$ cat src/rtl/core/sorted_array_table_defines.svh
// Assertion macros shared by the sorted array table RTL.
`ifndef SORTED_ARRAY_TABLE_DEFINES_SVH
`define SORTED_ARRAY_TABLE_DEFINES_SVH

// Same-cycle implication, disabled while reset is high
`define SAT_ASSERT_IMPL(label, clk, rst, ante, cons) \
   label: assert property (@(posedge clk) disable iff (rst) (ante) |-> (cons)) \
      else $error("sorted_array_table: assertion failed");

// Next-cycle implication, disabled while reset is high
`define SAT_ASSERT_NEXT(label, clk, rst, ante, cons) \
   label: assert property (@(posedge clk) disable iff (rst) (ante) |=> (cons)) \
      else $error("sorted_array_table: assertion failed");

`endif

$ cat src/rtl/core/sat_pkg.sv
// Package for the sorted array table: beat types, command and status codes.
package sat_pkg;

   localparam int CAPACITY_DEFAULT = 32;

   localparam int CMD_W    = 3;
   localparam int VALUE_W  = 32;
   localparam int STATUS_W = 2;
   localparam int POS_W    = 5;
   localparam int COUNT_W  = 6;

   // Command codes
   localparam logic [CMD_W-1:0] CMD_CLEAR  = 3'd0;
   localparam logic [CMD_W-1:0] CMD_APPEND = 3'd1;
   localparam logic [CMD_W-1:0] CMD_INSERT = 3'd2;
   localparam logic [CMD_W-1:0] CMD_SEARCH = 3'd3;
   localparam logic [CMD_W-1:0] CMD_DELETE = 3'd4;

   // Status codes
   localparam logic [STATUS_W-1:0] ST_OK     = 2'd0;
   localparam logic [STATUS_W-1:0] ST_FULL   = 2'd1;
   localparam logic [STATUS_W-1:0] ST_ABSENT = 2'd2;

   typedef struct packed {
      logic [CMD_W-1:0]          cmd;
      logic signed [VALUE_W-1:0] value;
   } req_type;

   typedef struct packed {
      logic [STATUS_W-1:0] status;
      logic [POS_W-1:0]    position;
      logic [COUNT_W-1:0]  count;
   } rsp_type;

endpackage

$ cat src/rtl/core/sorted_array_table.sv
// Sorted array table: top level with command sequencer and entry memory.
//
//   channel | direction | handshake             | payload
//   --------+-----------+-----------------------+----------------------------
//   req     | in        | req_valid / req_ready | cmd, value
//   rsp     | out       | rsp_valid / rsp_ready | status, position, count
//
// Clear, append, empty-table insert, unused codes and early fails go straight to S_DONE.
// Search walks one entry a cycle from index zero; insert walks down from the top
// slot moving larger entries up; delete then moves each later entry down one place.
// Synchronous reset empties the table (count zero); entry contents persist.
// req_ready is high only when the sequencer is idle; a result waiting in the
// output register stalls the sequencer only when the next result is due.
module sorted_array_table #(
   parameter int CAPACITY = sat_pkg::CAPACITY_DEFAULT
) (
   input  logic             clock,
   input  logic             reset,
   input  logic             req_valid,
   output logic             req_ready,
   input  sat_pkg::req_type req,
   output logic             rsp_valid,
   input  logic             rsp_ready,
   output sat_pkg::rsp_type rsp
);
   import sat_pkg::*;

   localparam int IDX_W = (CAPACITY > 1) ? $clog2(CAPACITY) : 1;
   localparam int CNT_W = IDX_W + 1;
   localparam logic [CNT_W-1:0] CAP_CNT = CNT_W'(CAPACITY);

   typedef enum logic [2:0] {
      S_IDLE,
      S_INS,
      S_PUT,
      S_SRCH,
      S_DEL,
      S_DONE
   } state_type;

   state_type                 state_ff, state_in;
   logic [CNT_W-1:0]          used_ff, used_in;
   logic [CMD_W-1:0]          cmd_ff, cmd_in;
   logic signed [VALUE_W-1:0] val_ff, val_in;
   logic [IDX_W-1:0]          idx_ff, idx_in;
   logic [STATUS_W-1:0]       st_ff, st_in;
   logic [IDX_W-1:0]          pos_ff, pos_in;
   logic                      rsp_valid_ff, rsp_valid_in;
   rsp_type                   rsp_ff, rsp_in;

   // Entry memory: one write and one registered read per cycle
   logic signed [VALUE_W-1:0] mem [CAPACITY];
   logic signed [VALUE_W-1:0] rd_data_ff;
   logic [IDX_W-1:0]          rd_addr;
   logic                      wr_en;
   logic [IDX_W-1:0]          wr_addr;
   logic signed [VALUE_W-1:0] wr_data;

   logic                      full;
   logic [CNT_W-1:0]          used_m1;
   logic [CNT_W-1:0]          idx_p1;
   logic [CNT_W-1:0]          idx_p2;
   logic [31:0]               pos_wide;
   logic [31:0]               cnt_wide;

   assign full     = (used_ff >= CAP_CNT);
   assign used_m1  = used_ff - CNT_W'(1);
   assign idx_p1   = {1'b0, idx_ff} + CNT_W'(1);
   assign idx_p2   = {1'b0, idx_ff} + CNT_W'(2);
   assign pos_wide = 32'(pos_ff);
   assign cnt_wide = 32'(used_ff);

   assign req_ready = (state_ff == S_IDLE);
   assign rsp_valid = rsp_valid_ff;
   assign rsp       = rsp_ff;

   // Sequencer next-state and memory control
   always_comb begin
      state_in     = state_ff;
      used_in      = used_ff;
      cmd_in       = cmd_ff;
      val_in       = val_ff;
      idx_in       = idx_ff;
      st_in        = st_ff;
      pos_in       = pos_ff;
      rsp_valid_in = rsp_valid_ff;
      rsp_in       = rsp_ff;
      rd_addr      = idx_ff;
      wr_en        = 1'b0;
      wr_addr      = idx_ff;
      wr_data      = val_ff;

      // result taken downstream
      if (rsp_valid_ff && rsp_ready) begin
         rsp_valid_in = 1'b0;
      end

      unique case (state_ff)
         S_IDLE: begin
            if (req_valid) begin
               cmd_in   = req.cmd;
               val_in   = req.value;
               st_in    = ST_OK;
               pos_in   = '0;
               state_in = S_DONE;
               case (req.cmd) inside
                  CMD_CLEAR: begin
                     used_in = '0;
                  end
                  CMD_APPEND: begin
                     if (full) begin
                        st_in = ST_FULL;
                     end else begin
                        wr_en   = 1'b1;
                        wr_addr = used_ff[IDX_W-1:0];
                        wr_data = req.value;
                        used_in = used_ff + CNT_W'(1);
                     end
                  end
                  CMD_INSERT: begin
                     if (full) begin
                        st_in = ST_FULL;
                     end else if (used_ff == '0) begin
                        wr_en   = 1'b1;
                        wr_addr = '0;
                        wr_data = req.value;
                        used_in = used_ff + CNT_W'(1);
                     end else begin
                        // walk down from the free slot at the top
                        idx_in   = used_ff[IDX_W-1:0];
                        rd_addr  = used_m1[IDX_W-1:0];
                        state_in = S_INS;
                     end
                  end
                  CMD_SEARCH, CMD_DELETE: begin
                     if (used_ff == '0) begin
                        st_in = ST_ABSENT;
                     end else begin
                        idx_in   = '0;
                        rd_addr  = '0;
                        state_in = S_SRCH;
                     end
                  end
                  default: begin
                  end
               endcase
            end
         end

         // move a larger entry up one place, or stop at the slot
         S_INS: begin
            if (val_ff < rd_data_ff) begin
               wr_en   = 1'b1;
               wr_addr = idx_ff;
               wr_data = rd_data_ff;
               idx_in  = idx_ff - IDX_W'(1);
               if (idx_ff == IDX_W'(1)) begin
                  state_in = S_PUT;
               end else begin
                  rd_addr = idx_ff - IDX_W'(2);
               end
            end else begin
               state_in = S_PUT;
            end
         end

         S_PUT: begin
            wr_en    = 1'b1;
            wr_addr  = idx_ff;
            wr_data  = val_ff;
            used_in  = used_ff + CNT_W'(1);
            state_in = S_DONE;
         end

         // skip smaller entries, then test for a match
         S_SRCH: begin
            if (val_ff > rd_data_ff) begin
               if (idx_p1 == used_ff) begin
                  st_in    = ST_ABSENT;
                  state_in = S_DONE;
               end else begin
                  idx_in  = idx_ff + IDX_W'(1);
                  rd_addr = idx_ff + IDX_W'(1);
               end
            end else if (val_ff < rd_data_ff) begin
               st_in    = ST_ABSENT;
               state_in = S_DONE;
            end else begin
               pos_in = idx_ff;
               if (cmd_ff == CMD_DELETE) begin
                  if (idx_p1 < used_ff) begin
                     rd_addr  = idx_ff + IDX_W'(1);
                     state_in = S_DEL;
                  end else begin
                     used_in  = used_m1;
                     state_in = S_DONE;
                  end
               end else begin
                  state_in = S_DONE;
               end
            end
         end

         // close the gap: each later entry moves down one place
         S_DEL: begin
            wr_en   = 1'b1;
            wr_addr = idx_ff;
            wr_data = rd_data_ff;
            idx_in  = idx_ff + IDX_W'(1);
            if (idx_p2 < used_ff) begin
               rd_addr = idx_ff + IDX_W'(2);
            end else begin
               used_in  = used_m1;
               state_in = S_DONE;
            end
         end

         S_DONE: begin
            if (!rsp_valid_ff || rsp_ready) begin
               rsp_valid_in    = 1'b1;
               rsp_in.status   = st_ff;
               rsp_in.position = pos_wide[POS_W-1:0];
               rsp_in.count    = cnt_wide[COUNT_W-1:0];
               state_in        = S_IDLE;
            end
         end

         default: begin
            state_in = S_IDLE;
         end
      endcase
   end

   // State and registered outputs
   always_ff @(posedge clock) begin
      if (reset) begin
         state_ff     <= S_IDLE;
         used_ff      <= '0;
         rsp_valid_ff <= 1'b0;
      end else begin
         state_ff     <= state_in;
         used_ff      <= used_in;
         rsp_valid_ff <= rsp_valid_in;
      end
      cmd_ff <= cmd_in;
      val_ff <= val_in;
      idx_ff <= idx_in;
      st_ff  <= st_in;
      pos_ff <= pos_in;
      rsp_ff <= rsp_in;
   end

   // Entry memory
   always_ff @(posedge clock) begin
      if (wr_en) begin
         mem[wr_addr] <= wr_data;
      end
      rd_data_ff <= mem[rd_addr];
   end

`include "sorted_array_table_defines.svh"

   `SAT_ASSERT_IMPL(a_used_bound, clock, reset, 1'b1, used_ff <= CAP_CNT)
   `SAT_ASSERT_NEXT(a_busy_after_beat, clock, reset, req_valid && req_ready, !req_ready)
   `SAT_ASSERT_IMPL(a_rsp_from_done, clock, reset, $rose(rsp_valid_ff), $past(state_ff == S_DONE))

endmodule
$ cat config.mk
export PLATFORM = sky130hd
export DESIGN_NAME = sorted_array_table
export DESIGN_NICKNAME = d
export VERILOG_FILES = /design/src/rtl/core/sat_pkg.sv /design/src/rtl/core/sorted_array_table.sv
export VERILOG_INCLUDE_DIRS = /design/src /design/src/rtl/core
export SDC_FILE = /design/constraint.sdc
export NUM_CORES = 1
export LEC_CHECK = 0
export BUFFER_PORTS_ARGS = -buffer_cell sky130_fd_sc_hd__buf_4
export CORE_MARGIN = 2
export CORE_UTILIZATION = 30
export CTS_CLUSTER_SIZE = 40
export DETAILED_ROUTE_END_ITERATION = 10
export GPL_ROUTABILITY_DRIVEN = 0
export MAX_ROUTING_LAYER = met4
export PLACE_DENSITY_LB_ADDON = 0.05
export SYNTH_ARGS = -nofsm -noshare
export SYNTH_HDL_FRONTEND = slang
export SYNTH_SLANG_ARGS = --single-unit
$ cat constraint.sdc
create_clock -name clock -period 12.85 [get_ports clock]
set_input_delay 0.6425 -clock clock [delete_from_list [all_inputs] [get_ports clock]]
set_output_delay 0.6425 -clock clock [all_outputs]
set_load 0.005 [all_outputs]
### After elaboration in Yosys (flattened, before gate mapping)

Memories as Yosys holds them, arrays and structs flattened. A register that Yosys moved wholly into a read port is not among the register bits.
Cells that the tools add are included.

* flip-flop bits (word level): 70
* bits in writable memories: 1024
* bits of input ports: 39
* output and inout port bits: 15
* word-level logic and storage cells: 178
* memories: 1

Memory list
* mem: depth 32, width 32, rd ports 1, clocked after memory_dff 1, wr ports 1, RTL line sorted_array_table.sv:52 `logic signed [VALUE_W-1:0] mem [CAPACITY];`

* add/sub/neg operators: 8
* order comparisons: 5
* equality and inequality tests: 32
* mux-type cells: 103
* reduce and logical (&&, ||, !) cells: 18

Operator list (count)
* $mux 32: 8
* $mux 5: 35
* $pmux 32 s3: 1
* $mux 6: 12
* $mux 3: 16
* $pmux 5 s4: 2
* $gt 32x32->1: 1
* $lt 32x32->1: 1
* $pmux 6 s4: 1
* $ne 2x2->1 const B: 11
* $mux 2: 9
* $pmux 3 s6: 1
* $mux 1: 15
* $ne 3x3->1 const B: 5
* $eq 3x2->1 const B: 4
* $eq 3x3->1 const B: 4
* $lt 6x6->1: 2
* $reduce_and 11->1: 1
* $pmux 5 s2: 1
* $ne 4x1->1 const B: 2
* $ne 4x4->1 const B: 2
* $reduce_and 4->1: 2
* $reduce_and 8->1: 1
* $reduce_bool 4->1: 2
* other kinds (23): 27

### Logic depth before layout (Yosys ltp)

Gate-level depths: netlist (run 1).

* depth after elaboration: 10
* mapped depth: 18
* gate-level depth less buffers: 15

### Least setup slack after synthesis (run 1)

OpenSTA, ideal clock, no wires.

* path kind: flip-flop to flip-flop
* start: register val_ff[1]
* end: memory mem[24][0], enable pin
* library setup time: 421 ps
* arrival time: 4253 ps
* required time: 12429 ps
* path slack: 8176 ps
* cell stages (with the launch flop): 14
* path buffers: 2
* period minus slack after synthesis: 4674 ps
* cell sequence: edfxtp_1 ha_1 nor2b_1 o211ai_2 a2111oi_0 o41a_1 or3_1 buf_2 buf_4 o21ai_1 nor2_1 nor2b_1 nand3_1 nor2_1

* longest elaborated chain between the ends: 5

Ends and longest elaborated chain
* from (decl): RTL line sorted_array_table.sv:44 `logic signed [VALUE_W-1:0] val_ff, val_in;`
* from (signal assigned): RTL line sorted_array_table.sv:246 `val_ff <= val_in;`
* $lt 32x32->1: RTL line sorted_array_table.sv:152 `if (val_ff < rd_data_ff) begin`
* $mux 1: RTL line sorted_array_table.sv:152
* $pmux 1 s3: RTL line sorted_array_table.sv:98 `unique case (state_ff)`
* $mux 1: RTL line sorted_array_table.sv:255 `if (wr_en) begin`
* $mux 1 (not written as such): RTL line sorted_array_table.sv:256 `mem[wr_addr] <= wr_data;`
* to (decl): RTL line sorted_array_table.sv:52

Every way passes these cells.

### Worst setup path after layout (run 1)

* start: register idx_ff[0]
* end: register rd_data_ff[16], read port of mem

* longest elaborated chain between the ends: 7
* elaborated cells between the ends (all ways): 26
* classes of those cells: add/sub (5); order compare (2); eq/ne (2); mux (17)

Ends and longest elaborated chain
* from (decl): RTL line sorted_array_table.sv:45 `logic [IDX_W-1:0] idx_ff, idx_in;`
* from (signal assigned): RTL line sorted_array_table.sv:247 `idx_ff <= idx_in;`
* $add 5x1->6 (tied with other cells): RTL line sorted_array_table.sv:68 `assign idx_p1 = {1'b0, idx_ff} + CNT_W'(1);`
* $lt 6x6->1 (tied with other cells): RTL line sorted_array_table.sv:191 `if (idx_p1 < used_ff) begin`
* $mux 5 (on tied branches): RTL line sorted_array_table.sv:191, sorted_array_table.sv:106
* $mux 5 (on tied branches): RTL line sorted_array_table.sv:190, sorted_array_table.sv:106
* $mux 5 (on tied branches): RTL line sorted_array_table.sv:185, sorted_array_table.sv:106
* $mux 5 (on tied branches): RTL line sorted_array_table.sv:177, sorted_array_table.sv:100
* $pmux 5 s4 (*): RTL line sorted_array_table.sv:98
* to (decl): RTL line sorted_array_table.sv:53 `logic signed [VALUE_W-1:0] rd_data_ff;`

Mark *: on every way between the ends. The rest lies on a longest branch, timed or not.
A chain may end at the register's enable or synchronous reset.

==> results of run 1 <==
## per-stage QoR
step	setup WS (ns)	cells	util (%)	hold slack (ns)
final	4.65	5134	34.9	0.0876
after global routing	4.28	5133	34.9	0.0527
after CTS	4.58	5132	34.9	0.0263
after detailed placement	4.61	4890	32.1	0.412
after global placement	4.50	4888	32.1	0.408
after floorplan	8.18	2928	-	0.400
## kinds of logic (layout without fill, tap and decap cells)
kind of cell	count (synthesis)	count (layout)	share of synthesized area, %
AO/OA/AOI/OAI	616	616	10.3
XOR/XNOR	16	16	0.302
flip-flops	1126	1126	71.8
other	0	1	0
AND/OR/NAND/NOR	681	681	6.94
adder cells (fa/ha/maj)	53	53	1.43
multiplexers	138	138	6.32
buffers and inverters	298	459	2.84
## flip-flops by register name, summed over array words and instances, names as in the netlist
register    flops
state_ff        3
idx_ff          5
mem          1024
rd_data_ff     32
rsp            13
pos_ff          5
st_ff           2
cmd_ff          3
used_ff         6
rsp_valid       1
val_ff         32
## worst reg2reg max path, stage by stage, from the launching register on
cell and delay (ns):
edfxtp_1 0.78, ha_1 0.35, nand3_1 0.13, xnor2_1 0.22, ha_1 0.40, o211a_1 0.17, o31ai_1 0.08, a21oi_1 0.48
a21oi_1 0.22, mux2i_1 0.22, a211o_4 0.52, buf_4 0.44, buf_4 0.62, and2_4 0.50, buf_4 0.57, buf_4 0.61
nand2_1 0.14, a311oi_1 0.49, a211oi_1 0.11, nor4_1 0.94
## cell usage after synthesis, types with 7 or more instances
master,count
dfxtp_1,42
xnor2_1,14
ha_1,53
nor4_1,40
clkbuf_1,139
nor2b_1,9
a21oi_1,64
a22oi_1,9
buf_1,7
nand3_1,13
nor2_1,100
mux4_2,124
and3_1,136
a221oi_1,131
a211oi_1,130
nand4_1,9
inv_1,71
a222oi_1,22
nand2_1,316
buf_6,15
a31oi_1,7
o22ai_1,11
and2_1,10
o21ai_0,49
mux2i_1,12
buf_2,56
nor3_1,19
edfxtp_1,1084
a311oi_1,130
## layer usage
layer / track usage (%) / up-vias
met5: - / -
met4: 5.53 / 0
met3: 2.92 / 212
met2: 33.3 / 913
met1: 29.7 / 15200
li1: - / 12100
## placed cells by master (no fill, tap or decap), types with 10 or more instances in the layout
master / instances
a311oi_1: 130
buf_4: 134
clkbuf_16: 136
a222oi_1: 22
a221oi_1: 131
clkinv_2: 23
nand2_1: 314
nor2_1: 68
nor2_4: 32
mux4_2: 124
nor4_1: 36
o22ai_1: 10
xnor2_1: 14
inv_1: 71
a21oi_1: 64
clkbuf_1: 31
mux2i_1: 12
o21ai_0: 40
edfxtp_1: 1084
nand3_1: 13
and3_1: 136
nor3_1: 19
dfxtp_1: 42
a211oi_1: 130
ha_1: 53
clkinv_1: 33
## final cells by class
type	instances	area, µm²
fillers	14600	100000
repair buffers	141	1150
multi-input cells	1504	12200
clock buffers	168	3530
well taps	2044	2560
inverters	76	285
flip-flops and latches	1126	33400
clock inverters	74	682
diodes	1	2.50
## how the worst max path moves through the flow
stage,to,slack [ns],cells after the start
after floorplan,mem[24][0]$_DFFE_PP_,8.18,13
after global placement,rd_data_ff[8]$_DFF_P_,4.50,19
after detailed placement,rd_data_ff[4]$_DFF_P_,4.61,19
after CTS,rd_data_ff[4]$_DFF_P_,4.58,19
after global routing,rd_data_ff[4]$_DFF_P_,4.28,19
final,rd_data_ff[16]$_DFF_P_,4.65,19
==> key figures, run 1 <==
Status
  – Outcome: finished clean

Die
  – Die H: 398 µm
  – Boundary pin count: 54
  – # rows: between 100 and 150
  – Starting Density: a little under a third
  – Die area: around 160000 µm²
  – Die X: roughly 400 µm
  – Core Area: 154000 µm²

Routing
  – WL/cell: about 32 µm
  – Uppermost routed layer: met4
  – Final wirelength: 166000 µm
  – 1st-pass router iterations: 6
  – DR vias/cell: between 5 and 6
  – Final ANT Viol Nets: 0
  – DRC: 0
  – M1 wire length: 76500 µm
  – DR iter-0 viols: around 2800
  – Vias: about 28000
  – Met2 wire length: slightly below 80000 µm
  – Met3 wire len: roughly 7900 µm

Worst setup path
  – CP Class: flop to flop
  – R2r startpoint: idx_ff[0]$_DFFE_PP_
  – Arr. time, crit path: approximately 9 ns
  – CP max stage delay: approximately 0.94 ns
  – Worst-path cell chain: ha_1 -> nand3_1 -> xnor2_1 -> ha_1 -> o211a_1 -> o31ai_1 -> a21oi_1 -> a21oi_1 -> mux2i_1 -> a211o_4 -> buf_4 -> buf_4 -> and2_4 -> buf_4 -> buf_4 -> nand2_1 -> a311oi_1 -> a211oi_1 -> nor4_1
  – Critical Path RT: 13.41 ns
  – Startpoint Class: flop
  – Critical Path Sink Type: flop
  – R2R cell count: 19
  – Critical Path Most Common Cell: buf_4
  – Critical Path Fanout Max: 48
  – R2R setup slack: 4.65 ns
  – Crit path max-delay cell type: nor4_1
  – Kind of cell adding the most delay to the critical path: buffers and inverters
  – R2r endpoint: rd_data_ff[16]$_DFF_P_
  – CP Buf/Inv Count: 4
  – Crit. Startpoint: idx_ff[0]$_DFFE_PP_

Logic synthesis
  – Syn Nets: a little over 3000
  – EDFF count, synth: 1084
  – Synth area leader: edfxtp_1
  – Yosys cell types: 83
  – Seq cells post-synth: between 1000 and 1500
  – Top_reg_cell synth: edfxtp_1
  – Area contributors post-synth: edfxtp_1, mux4_2, nand2_1, a221oi_1, a311oi_1
  – Synth warn: 0
  – Syn Area/Cell: around 16 µm²
  – Asr flop ratio synth: 0%
  – Yosys top cell area share: between 70% and 80%
  – Post-synthesis sequential area ratio: between 70% and 80%
  – Syn Std Cell Area: between 40000 and 50000 µm²
  – Post-Synthesis Cells: roughly 2900

Cells and area
  – Area grow syn2layout: 15.7%
  – Nets: roughly 3100
  – Final instance area: approximately 54000 µm²
  – Share of layout cells above drive strength 1: 17.0%

Min path
  – Hold path depth: 1
  – Min-Delay Path Class: primary input to flop
  – Hold EP: val_ff[28]$_DFFE_PP_
  – Hold Startpoint: req[28]

Timing
  – Max Clock Freq: between 100 and 150 MHz
  – Final Slew Violations: 0
  – Final Hold Vio Count: 0
  – Fin Clk Skew: around 0.025 ns
  – Final setup fails: 0
  – Fin crit period: roughly 8.2 ns
  – Fin crit share: between 60 and 70%
  – RSZ-0062 raised after global routing: no
  – Max-slew headroom at the worst pin: 5.55%
  – Worst Tran Pin Value: about 1.4 ns
  – Fin Setup TNS: 0 ns

CTS
  – Clock Root Buffer: clkbuf_16
  – CTS clk-pin slew, worst paths: approximately 0.060 ns
  – CTS Hold Bufs: 0
  – Htree depth: 4
  – Post-CTS Setup Repair Bufs: 0
  – Clock Latency Late Sink: 0.77 ns
  – CTS tree: done
  – Num Clock Sinks: 1126
  – PostCTS Resize Cnt: 0
  – Longest Clk Path Bufs: 3
  – TritonCTS Buffers: between 100 and 150

Global route
  – Largest net degree at the start of global routing: 116
  – Grt ovf: 0
  – Global-route wire length before repair: around 230000 µm
  – Vias in the first global route: 28500
  – Initial antenna violation count: 3
  – GRT Util Overall: between 20% and 30%

Placement
  – Post-place instance area: roughly 50000 µm²
  – Count of buffers from port buffering: between 50 and 60
  – Post-DP HPWL: 89200 µm

Flow run
  – MaxCap Viol Count: 0
Power of run 1 is left out: the tool's default activity adds up to more than one toggle a clock period on the data nets, which glitch-free logic cannot reach.
==> run 2, diff against run 1 <==
==> constraint.sdc (replaced) <==
create_clock -name clock -period 8.3 [get_ports clock]
set_input_delay 0.415 -clock clock [delete_from_list [all_inputs] [get_ports clock]]
set_output_delay 0.415 -clock clock [all_outputs]
set_load 0.005 [all_outputs]
==> run 2 against run 1 <==
Effect of this change:
- non-clock buffer count grew 75
- flip-flop and latch count unchanged
- global-route usage increased by 0.083 points
- clock skew increased by 0.0056 ns
- clock-buffer cell count rose by 8
- setup slack worse by 2.9 ns
- register-to-register slack lost 2.9 ns
- die area unchanged
- design area grew 1.4%
- critical endpoint is now rd_data_ff[11]$_DFF_P_
- critical path depth is 3 lower
- critical path type unchanged
- worst hold slack improved by 0.18 ns
- core utilization is 0.48 points higher
==> key figures, run 2 (synthesis results as in run 1) <==
Timing
  – Final hold slack: 0.265 ns (+0.177 ns)
  – Fin Clk Skew: 0.0307 ns (+0.00560 ns)
  – RSZ-0062 raised after global routing: no
  – Fin crit period: 6.55 ns (-1.64 ns)
  – Worst Tran Pin Value: 1.35 ns (-0.0586 ns)
  – Max Clock Freq: 153 MHz (+25%)
  – Fin crit share: 79.0% (+15 points)
  – Max-slew headroom at the worst pin: 10.1% (+4.6 points)
  – Final Slew Violations: 0 (unchanged)
  – Fin Setup TNS: 0 ns (unchanged)
  – Final Hold Vio Count: 0 (unchanged)
  – Final setup fails: 0 (unchanged)

CTS
  – PostCTS Resize Cnt: 0 (unchanged)
  – TritonCTS Buffers: 131 (-3.0%)
  – CTS tree: done
  – CTS clk-pin slew, worst paths: 0.06 ns (about the same)
  – Clock Latency Late Sink: 0.78 ns (about the same)
  – CTS Hold Bufs: 37 (+37)
  – Htree depth: 4 (unchanged)
  – Longest Clk Path Bufs: 3 (unchanged)
  – Clock Root Buffer: clkbuf_16
  – Post-CTS Setup Repair Bufs: 0 (unchanged)
  – Num Clock Sinks: 1126 (unchanged)

Status
  – Outcome: finished clean

Worst setup path
  – CP max stage delay: 0.73 ns (-0.21 ns)
  – Crit path max-delay cell type: edfxtp_1
  – R2R setup slack: 1.75 ns (-2.91 ns)
  – Startpoint Class: flop
  – Crit path depth: 16 (-3)
  – R2r endpoint: rd_data_ff[11]$_DFF_P_
  – Critical Path RT: 8.95 ns (-4.46 ns)
  – Worst-path cell chain: inv_1 -> ha_1 -> ha_1 -> nor2b_1 -> o31ai_1 -> a21oi_1 -> a21oi_1 -> mux2i_1 -> a211o_4 -> nand2_8 -> buf_12 -> buf_4 -> mux4_2 -> a211oi_1 -> nor4_1 -> buf_4
  – R2R cell count: 16 (-3)
  – Kind of cell adding the most delay to the critical path: compound AO/OA/AOI/OAI gates
  – Critical Path Sink Type: flop
  – R2r startpoint: idx_ff[1]$_DFFE_PP_
  – Arr. time, crit path: 7.20 ns (-1.55 ns)
  – CP Buf/Inv Count: 4 (unchanged)
  – Critical Path Fanout Max: 61 (+27%)
  – CP Class: flop to flop

Die
  – Die area: 158000 µm² (unchanged)
  – Core Area: 154000 µm² (unchanged)
  – Die H: 398 µm (unchanged)
  – Starting Density: 30.2% (unchanged)
  – # rows: 144 (unchanged)
  – Die X: 398 µm (unchanged)
  – Boundary pin count: 54 (unchanged)

Cells and area
  – Final Util: 35.4% (+0.48 points)
  – Area grow syn2layout: 17.3%
  – Cell Count, Final, Fillers Out: 5204 (+1.4%)
  – Largest regs: mem (1024), rd_data_ff (32), val_ff (32)
  – Most common cell after layout, fill and taps aside: edfxtp_1
  – Fill cell count: 14600 (-0.096%)
  – Max reg flops: 1024 (unchanged)
  – Top reg by flops: mem
  – Nets: 3147 (+2.3%)
  – Share of layout cells above drive strength 1: 17.8% (+0.85 points)
  – Diode count: 0 (-1)
  – Most frequent cells in the layout: edfxtp_1, nand2_1, buf_4

Global route
  – GRT Util Overall: 21.6% (+0.083 points)
  – Initial antenna violation count: 10 (+7)
  – Vias in the first global route: 28900 (+1.4%)
  – Largest net degree at the start of global routing: 130 (+12%)
  – Global-route wire length before repair: 233000 µm (+0.53%)
  – Grt ovf: 0 (unchanged)

Routing
  – 1st-pass router iterations: 5 (-1)
  – Vias: 28800 (+1.3%)
  – Final ANT Viol Nets: 0 (unchanged)
  – DRC: 0 (unchanged)
  – WL/cell: 32.0 µm (-0.86%)
  – DR vias/cell: 5.53 (about the same)
  – Final wirelength: 167000 µm (+0.49%)
  – DR iter-0 viols: 2820 (+2.3%)

Placement
  – Count of buffers from port buffering: 53 (unchanged)
  – Placed insts: 4929 (+0.80%)
  – Post-DP HPWL: 97500 µm (+9.3%)

Flow run
  – MaxCap Viol Count: 0 (unchanged)

Min path
  – Min-Delay Path Class: primary input to flop
  – Hold EP: state_ff[2]$_SDFFE_PP0P_
  – Hold Startpoint: req_valid
  – Hold path depth: 4 (+3)
## run 2: changes by cell type in the layout (fill, tap and decap cells not counted), sizes merged
cell,previous run,this run
buf,141,179
bufinv,8,4
clkbuf,168,176
clkinv,63,59
diode,1,0
dlygate4sd3,0,37
inv,78,74
## run 2: cell type report
type / instances / area, µm² / share of cell area, %
Tap cell: 2044 / 2560 / 4.69
Sequential cell: 1126 / 33400 / 61.3
Multi-Input combinational cell: 1504 / 12200 / 22.4
Clock inverter: 62 / 467 / 0.856
Clock buffer: 176 / 3680 / 6.74
Timing Repair Buffer: 216 / 1920 / 3.53
Inverter: 76 / 285 / 0.523
## run 2: tightest hold or removal path: cells and delay by family
kind                   cells  cell delay [ns]
and+or+nand+nor            2             0.36
buffers and inverters      1             0.18
AOI/OAI and AO/OA          1             0.03
## run 2: metal layers
layer | part of all wire, % | vias to the layer above | wire length (µm) | global-route usage, %
li1 | - | 12200 | - | -
met2 | 47 | 903 | 78800 | 33.7
met3 | 4.7 | 185 | 7830 | 2.65
met4 | 1.8 | 0 | 2980 | 5.01
met1 | 46 | 15500 | 77200 | 30.0
met5 | 0 | - | 0 | -
## run 2: worst max path at each step
stage	slack, ns	startpoint	end
floorplan	3.63	val_ff[1]$_DFFE_PP_	mem[24][0]$_DFFE_PP_
global placement	1.93	rd_data_ff[11]$_DFF_P_	rd_data_ff[11]$_DFF_P_
detailed placement	1.93	idx_ff[1]$_DFFE_PP_	rd_data_ff[11]$_DFF_P_
CTS	1.89	idx_ff[1]$_DFFE_PP_	rd_data_ff[11]$_DFF_P_
global route	1.49	idx_ff[1]$_DFFE_PP_	rd_data_ff[11]$_DFF_P_
finish	1.75	idx_ff[1]$_DFFE_PP_	rd_data_ff[11]$_DFF_P_
## run 2: stage by stage
stage	instance area, µm²	setup slack (ns)
after floorplan	46500	3.63
after global placement	49900	1.93
after detailed placement	50000	1.93
after global routing	54500	1.49
final	54500	1.75
after CTS	54500	1.89
Power of run 2 is left out for the same reason.
==> run 3, diff against run 2 <==
--- a/config.mk
+++ b/config.mk
@@ -6,6 +6,7 @@
 export SDC_FILE = /design/constraint.sdc
 export NUM_CORES = 1
 export LEC_CHECK = 0
+export ABC_AREA = 1
 export BUFFER_PORTS_ARGS = -buffer_cell sky130_fd_sc_hd__buf_4
 export CORE_MARGIN = 2
 export CORE_UTILIZATION = 30
==> constraint.sdc (replaced) <==
create_clock -name clock -period 5.75 [get_ports clock]
set_input_delay 0.2875 -clock clock [delete_from_list [all_inputs] [get_ports clock]]
set_output_delay 0.2875 -clock clock [all_outputs]
set_load 0.005 [all_outputs]
==> run 3 against run 2 <==
Effect of this change:
- die area rose by 11%
- largest cell class unchanged
- first-iteration DRC count rose by 11%
- non-clock buffer count rose by 46
- global-route usage fell by 0.072 points
- synthesized area rose by 11%
- critical path type unchanged
- clock skew fell by 0.0027 ns
- setup slack got worse by 0.69 ns
- register-to-register slack got worse by 0.69 ns
- worst hold slack got worse by 0.054 ns
- flip-flop and latch count did not move
- core utilization fell by 0.12 points
==> key figures, run 3 <==
Status
  – Outcome: finished clean

Worst setup path
  – Worst-path cell chain: buf_4 -> clkinv_1 -> ha_1 -> ha_1 -> nand2_1 -> inv_1 -> o21ai_0 -> nand3_1 -> nor2_1 -> inv_2 -> o211ai_1 -> nor2_1 -> nand2_1 -> inv_2 -> nand2_1 -> nand2_4 -> buf_12 -> buf_4 -> nand3_1 -> nand3_1 -> nand3_1 -> nand2_1 -> nand2_1 -> nand2_1
  – Startpoint Class: flop
  – Critical Path Fanout Max: 28 (-54%)
  – Crit path max-delay cell type: ha_1
  – Arr. time, crit path: 5.38 ns (-1.82 ns)
  – Critical Path RT: 6.43 ns (-2.52 ns)
  – CP max stage delay: 0.50 ns (-0.23 ns)
  – Critical Path Sink Type: flop
  – Critical Path Most Common Cell: nand2_1
  – CP Class: flop to flop

Routing
  – Final wirelength: 183000 µm (+10%)
  – Vias: 36300 (+26%)
  – DRC: 0 (unchanged)
  – DR vias/cell: 4.81 (-13%)
  – 1st-pass router iterations: 6 (+1)
  – WL/cell: 24.3 µm (-24%)
  – Final ANT Viol Nets: 0 (unchanged)
  – DR iter-0 viols: 3137 (+11%)

Logic synthesis
  – Post-Synthesis Cells: 5002 (+71%)
  – Asr flop ratio synth: 0% (unchanged)
  – EDFF count, synth: 1084 (unchanged)
  – Syn Nets: 5094 (+69%)
  – Top_reg_cell synth: edfxtp_1
  – Synth area leader: edfxtp_1
  – Yosys cell types: 50 (-40%)
  – Synth cell count leaders: nand2_1, nand3_1, edfxtp_1
  – Post-synthesis sequential area ratio: 64.5% (-7.3 points)
  – Yosys top cell area share: 62.9% (-7.1 points)
  – Area contributors post-synth: edfxtp_1, nand3_1, nand2_1, inv_1, nand3b_1
  – Seq cells post-synth: 1126 (unchanged)
  – Syn Std Cell Area: 51700 µm² (+11%)
  – Syn Area/Cell: 10.3 µm² (-35%)
  – Synth warn: 0 (unchanged)
  – Top-count cell post-synth: nand2_1

Cells and area
  – Area grow syn2layout: 16.9%
  – Largest regs: mem (1024), rd_data_ff (32), val_ff (32)
  – Diode count: 0 (unchanged)
  – Most common cell after layout, fill and taps aside: nand2_1
  – Nets: 5208 (+65%)
  – Top reg by flops: mem
  – Share of layout cells above drive strength 1: 10.0% (-7.8 points)
  – Max reg flops: 1024 (unchanged)
  – Most frequent cells in the layout: nand2_1, nand3_1, edfxtp_1

Timing
  – Fin crit share: 81.7% (+2.7 points)
  – Max Clock Freq: 213 MHz (+40%)
  – RSZ-0062 raised after global routing: no
  – Final Hold Vio Count: 0 (unchanged)
  – Final setup fails: 0 (unchanged)
  – Max-slew headroom at the worst pin: 23.3% (+13 points)
  – Fin Clk Skew: 0.0279 ns (-0.00274 ns)
  – Worst Tran Pin Value: 1.15 ns (-0.194 ns)
  – Final Slew Violations: 0 (unchanged)
  – Fin Setup TNS: 0 ns (unchanged)
  – Fin crit period: 4.70 ns (-1.86 ns)

Die
  – Boundary pin count: 54 (unchanged)
  – Core Area: 172000 µm² (+11%)
  – Starting Density: 30.2% (about the same)
  – Die area: 176000 µm² (+11%)
  – Die X: 419 µm (+5.5%)
  – # rows: 152 (+5.6%)
  – Die H: 419 µm (+5.5%)

Flow run
  – MaxCap Viol Count: 0 (unchanged)

CTS
  – Longest Clk Path Bufs: 3 (unchanged)
  – Clock Root Buffer: clkbuf_16
  – PostCTS Resize Cnt: 0 (unchanged)
  – Post-CTS Setup Repair Bufs: 0 (unchanged)
  – Num Clock Sinks: 1126 (unchanged)
  – CTS clk-pin slew, worst paths: 0.06 ns (about the same)
  – TritonCTS Buffers: 141 (+7.6%)
  – Htree depth: 4 (unchanged)
  – Clock Latency Late Sink: 0.80 ns (+0.02 ns)
  – CTS tree: done

Global route
  – Largest net degree at the start of global routing: 139 (+6.9%)
  – GRT Util Overall: 21.5% (-0.072 points)
  – Initial antenna violation count: 3 (-7)
  – Grt ovf: 0 (unchanged)
  – Global-route wire length before repair: 264000 µm (+14%)
  – Vias in the first global route: 35300 (+22%)

Min path
  – Min-Delay Path Class: primary input to flop

Placement
  – Count of buffers from port buffering: 53 (unchanged)
  – Post-DP HPWL: 102000 µm (+4.8%)
-- run 3: cell types whose count changed after synthesis, moves of 27 or more --
cell,before,now
buf_6,15,45
a221oi_1,131,1
nand3b_1,1,163
clkbuf_1,139,78
mux4_2,124,0
inv_1,71,689
nor4_1,40,1
buf_2,56,149
and3_1,136,0
a211oi_1,130,2
a311oi_1,130,1
nand3_1,13,1110
o21ai_0,49,76
nand2_1,316,1187
-- run 3: cell families after synthesis --
group / synth area share [%]
and+or+nand+nor: 23.1
DFF: 64.5
buffers and inverters: 8.40
AOI/OAI and AO/OA: 2.54
adders and majority gates: 1.28
xor gates and xnor gates: 0.186
-- run 3: worst paths after layout --
| path | slack [ns] | endpoint | cells after the start | startpoint |
|---|---|---|---|---|
| setup / recovery | 1.05 | rd_data_ff[18]$_DFF_P_ | 24 | idx_ff[2]$_DFFE_PP_ |
| hold / removal | 0.21 | pos_ff[2]$_SDFFCE_PN0P_ | 3 | req_valid |
| setup reg to reg | 1.05 | rd_data_ff[18]$_DFF_P_ | 24 | idx_ff[2]$_DFFE_PP_ |
| hold reg to reg | 0.42 | rsp[11]$_DFFE_PP_ | 0 | st_ff[0]$_SDFFCE_PP0P_ |
-- run 3: per-layer routing --
layer	track usage, %	share of wire [%]	up-vias
li1	-	-	17200
met1	30.2	48	18100
met2	33.3	46	757
met3	2.48	3.7	197
met4	4.74	1.7	0
met5	-	0	-
-- run 3: worst max-delay path, delay by kind of cell, from the launching register on --
family,cells,cell delay (ns)
and+or+nand+nor,13,1.85
buffers and inverters,7,1.25
adders and majority gates,2,0.71
DFF,1,0.35
AOI/OAI and AO/OA,2,0.34
-- run 3: layout make-up --
type,count,area (µm²)
clock inverter,65,653
clock buffer,195,3800
fill,17200,111000
tap,2310,2890
inverter,709,2660
multi-input combinational,2876,14300
timing repair buffer,262,2780
sequential,1126,33400
-- run 3: metrics by stage --
stage	util [%]	hold WS, ns	setup slack [ns]	cells	instance area, µm²
2_1_floorplan	-	0.357	0.557	5002	51700
3_3_place_gp	32.4	0.401	1.02	7245	55600
3_5_place_dp	32.4	0.408	1.09	7245	55600
4_1_cts	35.3	0.121	1.06	7543	60500
5_1_grt	35.3	0.210	0.655	7543	60500
6_report	35.3	0.211	1.05	7543	60500
-- run 3: what timing repair did --
| item | in CTS | in global routing |
|---|---|---|
| hold buffers | 38 | 0 |
| hold endpoints to repair | 47 | 0 |
| setup endpoints to repair | 0 | 0 |
Power of run 3 is left out for the same reason.
